**config.mk**
```make
export PLATFORM = sky130hd
export DESIGN_NAME = monotone_cubic_interpolator_core
export DESIGN_NICKNAME = d
export VERILOG_FILES = /design/src/mci_pkg.sv /design/src/monotone_cubic_interpolator_core.sv
export SDC_FILE = /design/constraint.sdc
export NUM_CORES = 2
export LEC_CHECK = 0
export ABC_AREA = 1
export ABC_CLOCK_PERIOD_IN_PS = 18300
export BUFFER_PORTS_ARGS = -buffer_cell sky130_fd_sc_hd__buf_2
export CORE_AREA = 2 2 435 437
export CTS_CLUSTER_DIAMETER = 40
export DETAILED_ROUTE_END_ITERATION = 10
export DIE_AREA = 0 0 437 439
export PLACE_DENSITY_LB_ADDON = 0.08
export SYNTH_ARGS = -nofsm -noshare
export SYNTH_HDL_FRONTEND = slang
export SYNTH_SLANG_ARGS = --single-unit
```
**constraint.sdc**
```tcl
create_clock -name clk -period 18.3 [get_ports clk]
set_clock_uncertainty 0.2 [all_clocks]
set_input_delay 3.66 -clock clk [delete_from_list [all_inputs] [get_ports clk]]
set_output_delay 3.66 -clock clk [all_outputs]
set_load 0.03 [all_outputs]
```
**src/mci_pkg.sv**
```systemverilog
package mci_pkg;

    // field widths
    localparam int SAMPLE_W = 16;
    localparam int POS_W    = 16;
    localparam int OUT_W    = SAMPLE_W + 2;
    localparam int CFG_W    = 16;

    // datapath widths
    localparam int DIFF_W   = SAMPLE_W + 1;          // differences of two samples
    localparam int COEF_W   = SAMPLE_W + 4;          // c3, c2
    localparam int A_W      = SAMPLE_W + 6;          // Horner partial sums
    localparam int C3P_W    = COEF_W + POS_W + 1;    // c3 * pos
    localparam int PROD_W   = A_W + POS_W + 1;       // partial sum * pos
    localparam int SUM_W    = PROD_W + 1;            // final accumulator
    localparam int RES_W    = SUM_W - POS_W - 1;     // rounded value before clamp

    localparam int NSTG     = 8;

    localparam logic [CFG_W-1:0] FLAT_LIMIT_RESET = CFG_W'(1);

    localparam logic signed [SUM_W-1:0] ROUND_HALF = SUM_W'(1) <<< POS_W;
    localparam logic signed [RES_W-1:0] OUT_MAX    = RES_W'((1 << (OUT_W - 1)) - 1);
    localparam logic signed [RES_W-1:0] OUT_MIN    = RES_W'(-(1 << (OUT_W - 1)));

endpackage

```
**src/monotone_cubic_interpolator_core.sv**
```systemverilog
// Monotone cubic interpolator. Each input word carries four neighboring
// signed samples and a Q0.16 position; the core returns the cubic Hermite
// value between sample_start (position 0) and sample_end (position 1),
// rounded to nearest (ties up) and clamped to 18 bits signed. End slopes are
// central differences; both are zeroed when |sample_end - sample_start| is
// below flat_limit, and each is zeroed on its own when its sign disagrees
// with the middle step. Throughput is one word per clock while result_stall
// is low; the datapath has eight register stages (sample differences, slope
// limiting, three Horner multiplies, the first two each with its add in the
// following stage, and the last add with round/clamp in the final stage).
// Each stage holds its word under result_stall and refills as soon as the
// stage after it frees up, so bubbles are squeezed out while the output
// waits. flat_limit resets to 1 and is written through the cfg channel,
// which is always ready; write it only while the core is empty.
module monotone_cubic_interpolator_core (
    input  logic                                 clk,
    input  logic                                 rst_n,
    // config write channel
    input  logic                                 cfg_valid,
    output logic                                 cfg_ready,
    input  logic [mci_pkg::CFG_W-1:0]            cfg_data,
    // sample channel
    input  logic                                 sample_valid,
    output logic                                 sample_stall,
    input  logic signed [mci_pkg::SAMPLE_W-1:0]  sample_before,
    input  logic signed [mci_pkg::SAMPLE_W-1:0]  sample_start,
    input  logic signed [mci_pkg::SAMPLE_W-1:0]  sample_end,
    input  logic signed [mci_pkg::SAMPLE_W-1:0]  sample_after,
    input  logic [mci_pkg::POS_W-1:0]            position,
    // result channel
    output logic                                 result_valid,
    input  logic                                 result_stall,
    output logic signed [mci_pkg::OUT_W-1:0]     interpolated
);

    import mci_pkg::*;

    // ------------------------------------------------------------------
    // config register
    // ------------------------------------------------------------------
    logic [CFG_W-1:0] flat_limit_reg;

    assign cfg_ready = 1'b1;

    always_ff @(posedge clk or negedge rst_n)
    begin
        if (!rst_n)
        begin
            flat_limit_reg <= FLAT_LIMIT_RESET;
        end
        else if (cfg_valid && cfg_ready)
        begin
            flat_limit_reg <= cfg_data;
        end
    end

    // ------------------------------------------------------------------
    // pipeline control: a stage loads when it is empty or its successor
    // loads; the last stage loads when the result is empty or taken
    // ------------------------------------------------------------------
    logic [NSTG-1:0] valid_reg;
    logic [NSTG-1:0] valid_next;
    logic [NSTG-1:0] stg_ready;

    always_comb
    begin
        stg_ready[NSTG-1] = !valid_reg[NSTG-1] || !result_stall;
        for (int i = NSTG - 2; i >= 0; i--)
        begin
            stg_ready[i] = !valid_reg[i] || stg_ready[i+1];
        end
        valid_next = valid_reg;
        if (stg_ready[0])
        begin
            valid_next[0] = sample_valid;
        end
        for (int i = 1; i < NSTG; i++)
        begin
            if (stg_ready[i])
            begin
                valid_next[i] = valid_reg[i-1];
            end
        end
    end

    always_ff @(posedge clk or negedge rst_n)
    begin
        if (!rst_n)
        begin
            valid_reg <= '0;
        end
        else
        begin
            valid_reg <= valid_next;
        end
    end

    assign sample_stall = !stg_ready[0];
    assign result_valid = valid_reg[NSTG-1];

    // ------------------------------------------------------------------
    // payload registers (no reset)
    // ------------------------------------------------------------------
    // stage 0: differences
    logic signed [DIFF_W-1:0]   s1_reg, s2_reg, d_reg;
    logic signed [SAMPLE_W-1:0] p1_0_reg;
    logic [POS_W-1:0]           pos_0_reg;
    // stage 1: coefficients
    logic signed [COEF_W-1:0]   c3_reg, c2_1_reg;
    logic signed [DIFF_W-1:0]   c1_1_reg;
    logic signed [SAMPLE_W-1:0] p1_1_reg;
    logic [POS_W-1:0]           pos_1_reg;
    // stage 2: c3 * u
    logic signed [C3P_W-1:0]    m1_reg;
    logic signed [COEF_W-1:0]   c2_2_reg;
    logic signed [DIFF_W-1:0]   c1_2_reg;
    logic signed [SAMPLE_W-1:0] p1_2_reg;
    logic [POS_W-1:0]           pos_2_reg;
    // stage 3: first Horner sum
    logic signed [A_W-1:0]      a1_reg;
    logic signed [DIFF_W-1:0]   c1_3_reg;
    logic signed [SAMPLE_W-1:0] p1_3_reg;
    logic [POS_W-1:0]           pos_3_reg;
    // stage 4: a1 * u
    logic signed [PROD_W-1:0]   m2_reg;
    logic signed [DIFF_W-1:0]   c1_4_reg;
    logic signed [SAMPLE_W-1:0] p1_4_reg;
    logic [POS_W-1:0]           pos_4_reg;
    // stage 5: second Horner sum
    logic signed [A_W-1:0]      a2_reg;
    logic signed [SAMPLE_W-1:0] p1_5_reg;
    logic [POS_W-1:0]           pos_5_reg;
    // stage 6: a2 * pos
    logic signed [PROD_W-1:0]   m3_reg;
    logic signed [SAMPLE_W-1:0] p1_6_reg;
    // stage 7: result
    logic signed [OUT_W-1:0]    result_reg;

    // ------------------------------------------------------------------
    // stage 0 logic: slopes in half units and middle step
    // ------------------------------------------------------------------
    logic signed [DIFF_W-1:0] s1_next, s2_next, d_next;

    always_comb
    begin
        s1_next = {sample_end[SAMPLE_W-1], sample_end}
                - {sample_before[SAMPLE_W-1], sample_before};
        s2_next = {sample_after[SAMPLE_W-1], sample_after}
                - {sample_start[SAMPLE_W-1], sample_start};
        d_next  = {sample_end[SAMPLE_W-1], sample_end}
                - {sample_start[SAMPLE_W-1], sample_start};
    end

    // ------------------------------------------------------------------
    // stage 1 logic: slope limiting and cubic coefficients
    // ------------------------------------------------------------------
    logic [DIFF_W-1:0]        d_mag;
    logic                     flat;
    logic                     keep1, keep2;
    logic signed [DIFF_W-1:0] s1_lim, s2_lim;
    logic signed [COEF_W-1:0] s1_ext, s2_ext, d_ext;
    logic signed [COEF_W-1:0] c3_next, c2_next;

    always_comb
    begin
        d_mag = d_reg[DIFF_W-1] ? DIFF_W'(-d_reg) : DIFF_W'(d_reg);
        flat  = {{CFG_W{1'b0}}, d_mag} < {{DIFF_W{1'b0}}, flat_limit_reg};
        // sign agreement: same zero-ness and same sign bit
        keep1 = !flat && (s1_reg[DIFF_W-1] == d_reg[DIFF_W-1])
                      && ((s1_reg == '0) == (d_reg == '0));
        keep2 = !flat && (s2_reg[DIFF_W-1] == d_reg[DIFF_W-1])
                      && ((s2_reg == '0) == (d_reg == '0));
        s1_lim = keep1 ? s1_reg : '0;
        s2_lim = keep2 ? s2_reg : '0;
        s1_ext = COEF_W'(s1_lim);
        s2_ext = COEF_W'(s2_lim);
        d_ext  = COEF_W'(d_reg);
        c3_next = s1_ext + s2_ext - (d_ext <<< 2);
        c2_next = (d_ext <<< 2) + (d_ext <<< 1) - (s1_ext <<< 1) - s2_ext;
    end

    // ------------------------------------------------------------------
    // Horner and round/clamp logic
    // ------------------------------------------------------------------
    logic signed [POS_W:0]    u2, u4, u6;
    logic signed [C3P_W-1:0]  m1_next;
    logic signed [A_W-1:0]    a1_next, a2_next;
    logic signed [PROD_W-1:0] m2_next, m3_next;
    logic signed [SUM_W-1:0]  acc;
    logic signed [RES_W-1:0]  res;
    logic signed [OUT_W-1:0]  result_next;

    always_comb
    begin
        u2 = $signed({1'b0, pos_1_reg});
        u4 = $signed({1'b0, pos_3_reg});
        u6 = $signed({1'b0, pos_5_reg});
        m1_next = C3P_W'(c3_reg) * C3P_W'(u2);
        a1_next = A_W'(m1_reg >>> POS_W) + A_W'(c2_2_reg);
        m2_next = PROD_W'(a1_reg) * PROD_W'(u4);
        a2_next = A_W'(m2_reg >>> POS_W) + A_W'(c1_4_reg);
        m3_next = PROD_W'(a2_reg) * PROD_W'(u6);
        // c0 * 2^F with c0 = 2 * p1, plus half an output unit
        acc = SUM_W'(m3_reg) + (SUM_W'(p1_6_reg) <<< (POS_W + 1)) + ROUND_HALF;
        res = RES_W'(acc >>> (POS_W + 1));
        if (res > OUT_MAX)
        begin
            result_next = OUT_W'(OUT_MAX);
        end
        else if (res < OUT_MIN)
        begin
            result_next = OUT_W'(OUT_MIN);
        end
        else
        begin
            result_next = OUT_W'(res);
        end
    end

    always_ff @(posedge clk)
    begin
        if (stg_ready[0])
        begin
            s1_reg    <= s1_next;
            s2_reg    <= s2_next;
            d_reg     <= d_next;
            p1_0_reg  <= sample_start;
            pos_0_reg <= position;
        end
        if (stg_ready[1])
        begin
            c3_reg    <= c3_next;
            c2_1_reg  <= c2_next;
            c1_1_reg  <= s1_lim;
            p1_1_reg  <= p1_0_reg;
            pos_1_reg <= pos_0_reg;
        end
        if (stg_ready[2])
        begin
            m1_reg    <= m1_next;
            c2_2_reg  <= c2_1_reg;
            c1_2_reg  <= c1_1_reg;
            p1_2_reg  <= p1_1_reg;
            pos_2_reg <= pos_1_reg;
        end
        if (stg_ready[3])
        begin
            a1_reg    <= a1_next;
            c1_3_reg  <= c1_2_reg;
            p1_3_reg  <= p1_2_reg;
            pos_3_reg <= pos_2_reg;
        end
        if (stg_ready[4])
        begin
            m2_reg    <= m2_next;
            c1_4_reg  <= c1_3_reg;
            p1_4_reg  <= p1_3_reg;
            pos_4_reg <= pos_3_reg;
        end
        if (stg_ready[5])
        begin
            a2_reg    <= a2_next;
            p1_5_reg  <= p1_4_reg;
            pos_5_reg <= pos_4_reg;
        end
        if (stg_ready[6])
        begin
            m3_reg    <= m3_next;
            p1_6_reg  <= p1_5_reg;
        end
        if (stg_ready[7])
        begin
            result_reg <= result_next;
        end
    end

    assign interpolated = result_reg;

    // ------------------------------------------------------------------
    // assertions
    // ------------------------------------------------------------------
    // input only backs up when every stage holds a word
    a_stall_full: assert property (@(posedge clk) disable iff (!rst_n)
        sample_stall |-> (&valid_reg))
        else $error("input stalled with a free pipeline stage");

    // a zero middle step gives a flat cubic
    a_zero_step: assert property (@(posedge clk) disable iff (!rst_n)
        (valid_reg[0] && stg_ready[1] && (d_reg == '0))
        |=> (c3_reg == '0) && (c2_1_reg == '0) && (c1_1_reg == '0))
        else $error("nonzero coefficient for zero step");

    // a held result word stays put
    a_hold: assert property (@(posedge clk) disable iff (!rst_n)
        (result_valid && result_stall) |=> result_valid && $stable(interpolated))
        else $error("result word changed under stall");

endmodule
```
==> qor_table.md <==
| Group | Metric | Value |
|:---|:---|:---|
| status | Outcome | complete, no violations |
| routing | Total iterations of the first detailed-routing run | 5 |
| sta | Setup TNS | 0 ns |
| die | Die height | 439 um |
| hold path | Path category of the worst min-delay check | flip-flop to flip-flop |
| worst setup path | Worst reg-to-reg path cell count | 18 |
| worst setup path | Reg2reg setup slack | 11.14 ns |
| finish | Net count of the finished layout | 8,888 |
| routing | DRT Wirelength | 175,000 um |
| grt | Pin count of the biggest net entering global routing | 74 |
| routing | Detailed router's first-iteration violation count | 2,199 |
| grt | Antenna violations before repair | 4 |
| synthesis | Sequential cell area fraction in the yosys report | 24.6% |
| routing | DR DRC count | 0 |
| placed design | Placed wire-length estimate | 143,000 um |
| synthesis | Combined area of all synthesized cells | 0.0652 sq mm |
| clock tree | Latest clock arrival within the worst-skew pair | 0.70 ns |
| die | Rows | 159 |
| clock tree | Number of gates resized after CTS | 0 |
| routing | Post-detailed-route wirelength per cell | 17.8 um |
| grt | Total Routing Usage GR | 18.9% |
| synthesis | Share of synthesized cell area in full adder, half adder and majority cells | 41.2% |
| synthesis | Net count of the mapped netlist | 8,826 |
| grt | First-pass GRT wire length | 282,000 um |
| synthesis | YS warnings | 0 |
| clock tree | Number of hold buffers added after CTS | 0 |
| clock tree | Clk Tree Root Cell | clkbuf_16 |
| synthesis | Predominant post-synthesis flop cell | edfxtp_1 |
| placed design | Count of input and output buffers | 120 |
| clock tree | Count of H-tree levels built during CTS | 3 |
| finish | Max reg flops | 23 |
| worst setup path | Arr. time, crit path | 7.45 ns |
| routing | Detailed-route vias per instance | 4.60 |
| routing | Number of vias in the routed layout | 45,200 |
| synthesis | Fraction of synthesized area in multiplexers | 0.0173% |
| worst setup path | Cell-by-cell trace of the critical path | buf_2 -> nand2_1 -> nor2_1 -> inv_1 -> buf_4 -> nor2_1 -> inv_2 -> buf_4 -> nor2_1 -> inv_2 -> nor2_1 -> clkinv_2 -> nor2_1 -> inv_4 -> nor2_1 -> nand2_4 -> inv_1 -> buf_2 |
| finish | Footprint of the multi-input gates | 0.0408 sq mm |
| worst setup path | Worst Path Class, Setup | primary input to output port |
| hold path | WHS Path Cells | 0 |
| sta | Final Hold Fails | 0 |
| grt | Number of global-route vias before repair | 49,200 |
| worst setup path | Crit-path slowest cell | nand2_1 |
| worst setup path | Kind of start point of the critical path | primary input |
| die | Area of the placeable core | 0.187 sq mm |
| clock tree | Clock tree from TritonCTS | yes |
| die | Number of ports placed on the die boundary | 122 |
| finish | Area occupied by registers | 0.0161 sq mm |
| worst setup path | Element type at the critical path end | output port |
| worst setup path | Launch point of the worst reg-to-reg path | pos_5_reg[2]$_DFFE_PP_ |
| worst setup path | Worst r2r dst | m3_reg[38]$_DFFE_PP_ |
| hold path | Start point of the worst hold path | pos_2_reg[4]$_DFFE_PP_ |
| worst setup path | Most common cell on crit path | nor2_1 |
| sta | Final critical path time including I/O delays and setup | 11.31 ns |
| synthesis | Post-synthesis simple-gate area fraction | 13.1% |
| synthesis | Compound-Gate Fraction of Synth Area | 5.03% |
| synthesis | Fraction of synthesized cell area in xor and xnor cells | 3.10% |
| finish | Share of cells above drive strength 1 | 5.57% |
| clock tree | CTS clk-pin slew, worst paths | 0.05 ns |
| synthesis | Synth Instances | 7,214 |
| grt | Congestion Overflow GR | 0 |
| clock tree | Number of sinks on the clock net | 539 |
| finish | Most frequent standard cell in the layout excluding fill and tap cells | inv_1 |
| die | Die width | 437 um |
| placed design | Final RePlAce weighted congestion | 0.877 |
| synthesis | Post-synthesis cell type count | 53 |
| synthesis | Synthesized flop and latch total | 539 |
| finish | Filler cells | 19,200 |
| sta | Final period utilization | 61.8% |
| die | Starting density of the core | 34.9% |
| hold path | End of the worst hold path | pos_3_reg[4]$_DFFE_PP_ |
| finish | Commonest non-fill, non-tap cells in the layout | inv_1 (1,978), nand2_1 (1,627), fa_1 (1,065) |
| clock tree | Maximum number of buffers from clock root to sink | 3 |
| sta | RSZ-0062 raised after global routing | no |
| worst setup path | Maximum net fanout on the critical path | 56 |
| sta | Slew at the pin closest to its max-slew limit | 1.12 ns |
| finish | Layout overhead on the synthesized area | 9.99% |
| synthesis | Syn_area_per_cell | 9.04 sq um |
| routing | Antenna viol nets, final | 0 |
| worst setup path | Data required time at the worst endpoint | 14.44 ns |
| sta | Number of slew-limit violations in the final report | 0 |
| sta | Maximum frequency from static timing analysis | 88.4 MHz |
| run | Max-capacitance violation count | 0 |
| synthesis | EDFF count, synth | 515 |
| sta | Setup violation total in the final timing report | 0 |
| die | Die area | 0.192 sq mm |
| sta | Slew headroom | 25.2% |
| clock tree | # Post-CTS Setup Buffers | 0 |
| synthesis | Share of flip-flops with an asynchronous set or reset | 4.45% |
| worst setup path | Highest cell delay on the worst timing path | 0.48 ns |
| synthesis | Largest family of logic cells by synthesized area | adder cells |
| clock tree | Total CTS buffers | 89 |
-- synth_stat cells, drive strengths merged, types with 20 or more instances --
master	instances	area share [%]
a21o	35	0.40
a21oi	270	2.1
a31oi	31	0.30
clkbuf	215	1.2
dfrtp	23	0.88
edfxtp	515	24
fa	1065	33
ha	446	8.6
inv	1988	11
nand2	1634	9.4
nand3	132	1.2
nand4	41	0.39
nor2	241	1.4
nor3	41	0.35
nor4	20	0.20
o21ai	173	1.3
o21bai	24	0.28
xnor2	79	1.1
xor2	151	2.0
-- layer usage --
metal	wire length [um]	up-vias	track usage [%]	part of all wire [%]
li1	-	21700	-	-
met1	78900	22700	25.0	45
met2	88000	674	33.4	50
met3	4620	203	1.48	2.6
met4	3870	0	4.59	2.2
met5	0	-	0	0
-- per-stage QoR --
stage / hold WS [ns] / setup WS [ns] / cells / util (%) / area, sq um
2_1_floorplan: 0.200 / 0.556 / 7214 / - / 65200
6_report: 0.209 / 6.99 / 9844 / 38.4 / 71700
5_1_grt: 0.208 / 6.47 / 9843 / 38.4 / 71700
4_1_cts: 0.209 / 6.84 / 9843 / 38.4 / 71700
3_5_place_dp: 0.205 / 6.87 / 9680 / 36.7 / 68700
3_3_place_gp: 0.201 / 6.76 / 9680 / 36.7 / 68700
-- how the worst max path moves through the flow --
stage / startpoint / to / slack [ns]
2_1_floorplan: result_stall / sample_stall / 0.56
3_3_place_gp: result_stall / sample_stall / 6.76
5_1_grt: result_stall / sample_stall / 6.47
3_5_place_dp: result_stall / sample_stall / 6.87
6_report: result_stall / sample_stall / 6.99
4_1_cts: result_stall / sample_stall / 6.84
-- layout make-up --
class	instances	share of cell area (%)
antenna	1	0.00349
sequential	539	22.4
clock buffer	99	3.19
multi-input combinational	4455	56.9
tap	2495	4.35
inverter	1989	10.4
timing repair buffer	202	1.70
clock inverter	64	1.09
-- worst max-delay path, delay by kind of cell --
| family | cells | cell delay [ns] |
|---|---|---|
| and+or+nand+nor | 8 | 2.16 |
| buffers and inverters | 10 | 1.62 |
-- kinds of logic (layout without fill, tap and decap cells) --
| group | count (synthesis) | count (layout) |
|---|---|---|
| AOI/OAI and AO/OA | 588 | 588 |
| xor gates and xnor gates | 230 | 230 |
| adders and majority gates | 1511 | 1511 |
| buffers and inverters | 2220 | 2354 |
| DFF | 539 | 539 |
| muxes | 1 | 1 |
| other | 1 | 2 |
| and+or+nand+nor | 2124 | 2124 |
Power is not shown: default switching activity piles up to over one toggle a cycle in this logic, so the estimate is an artifact.
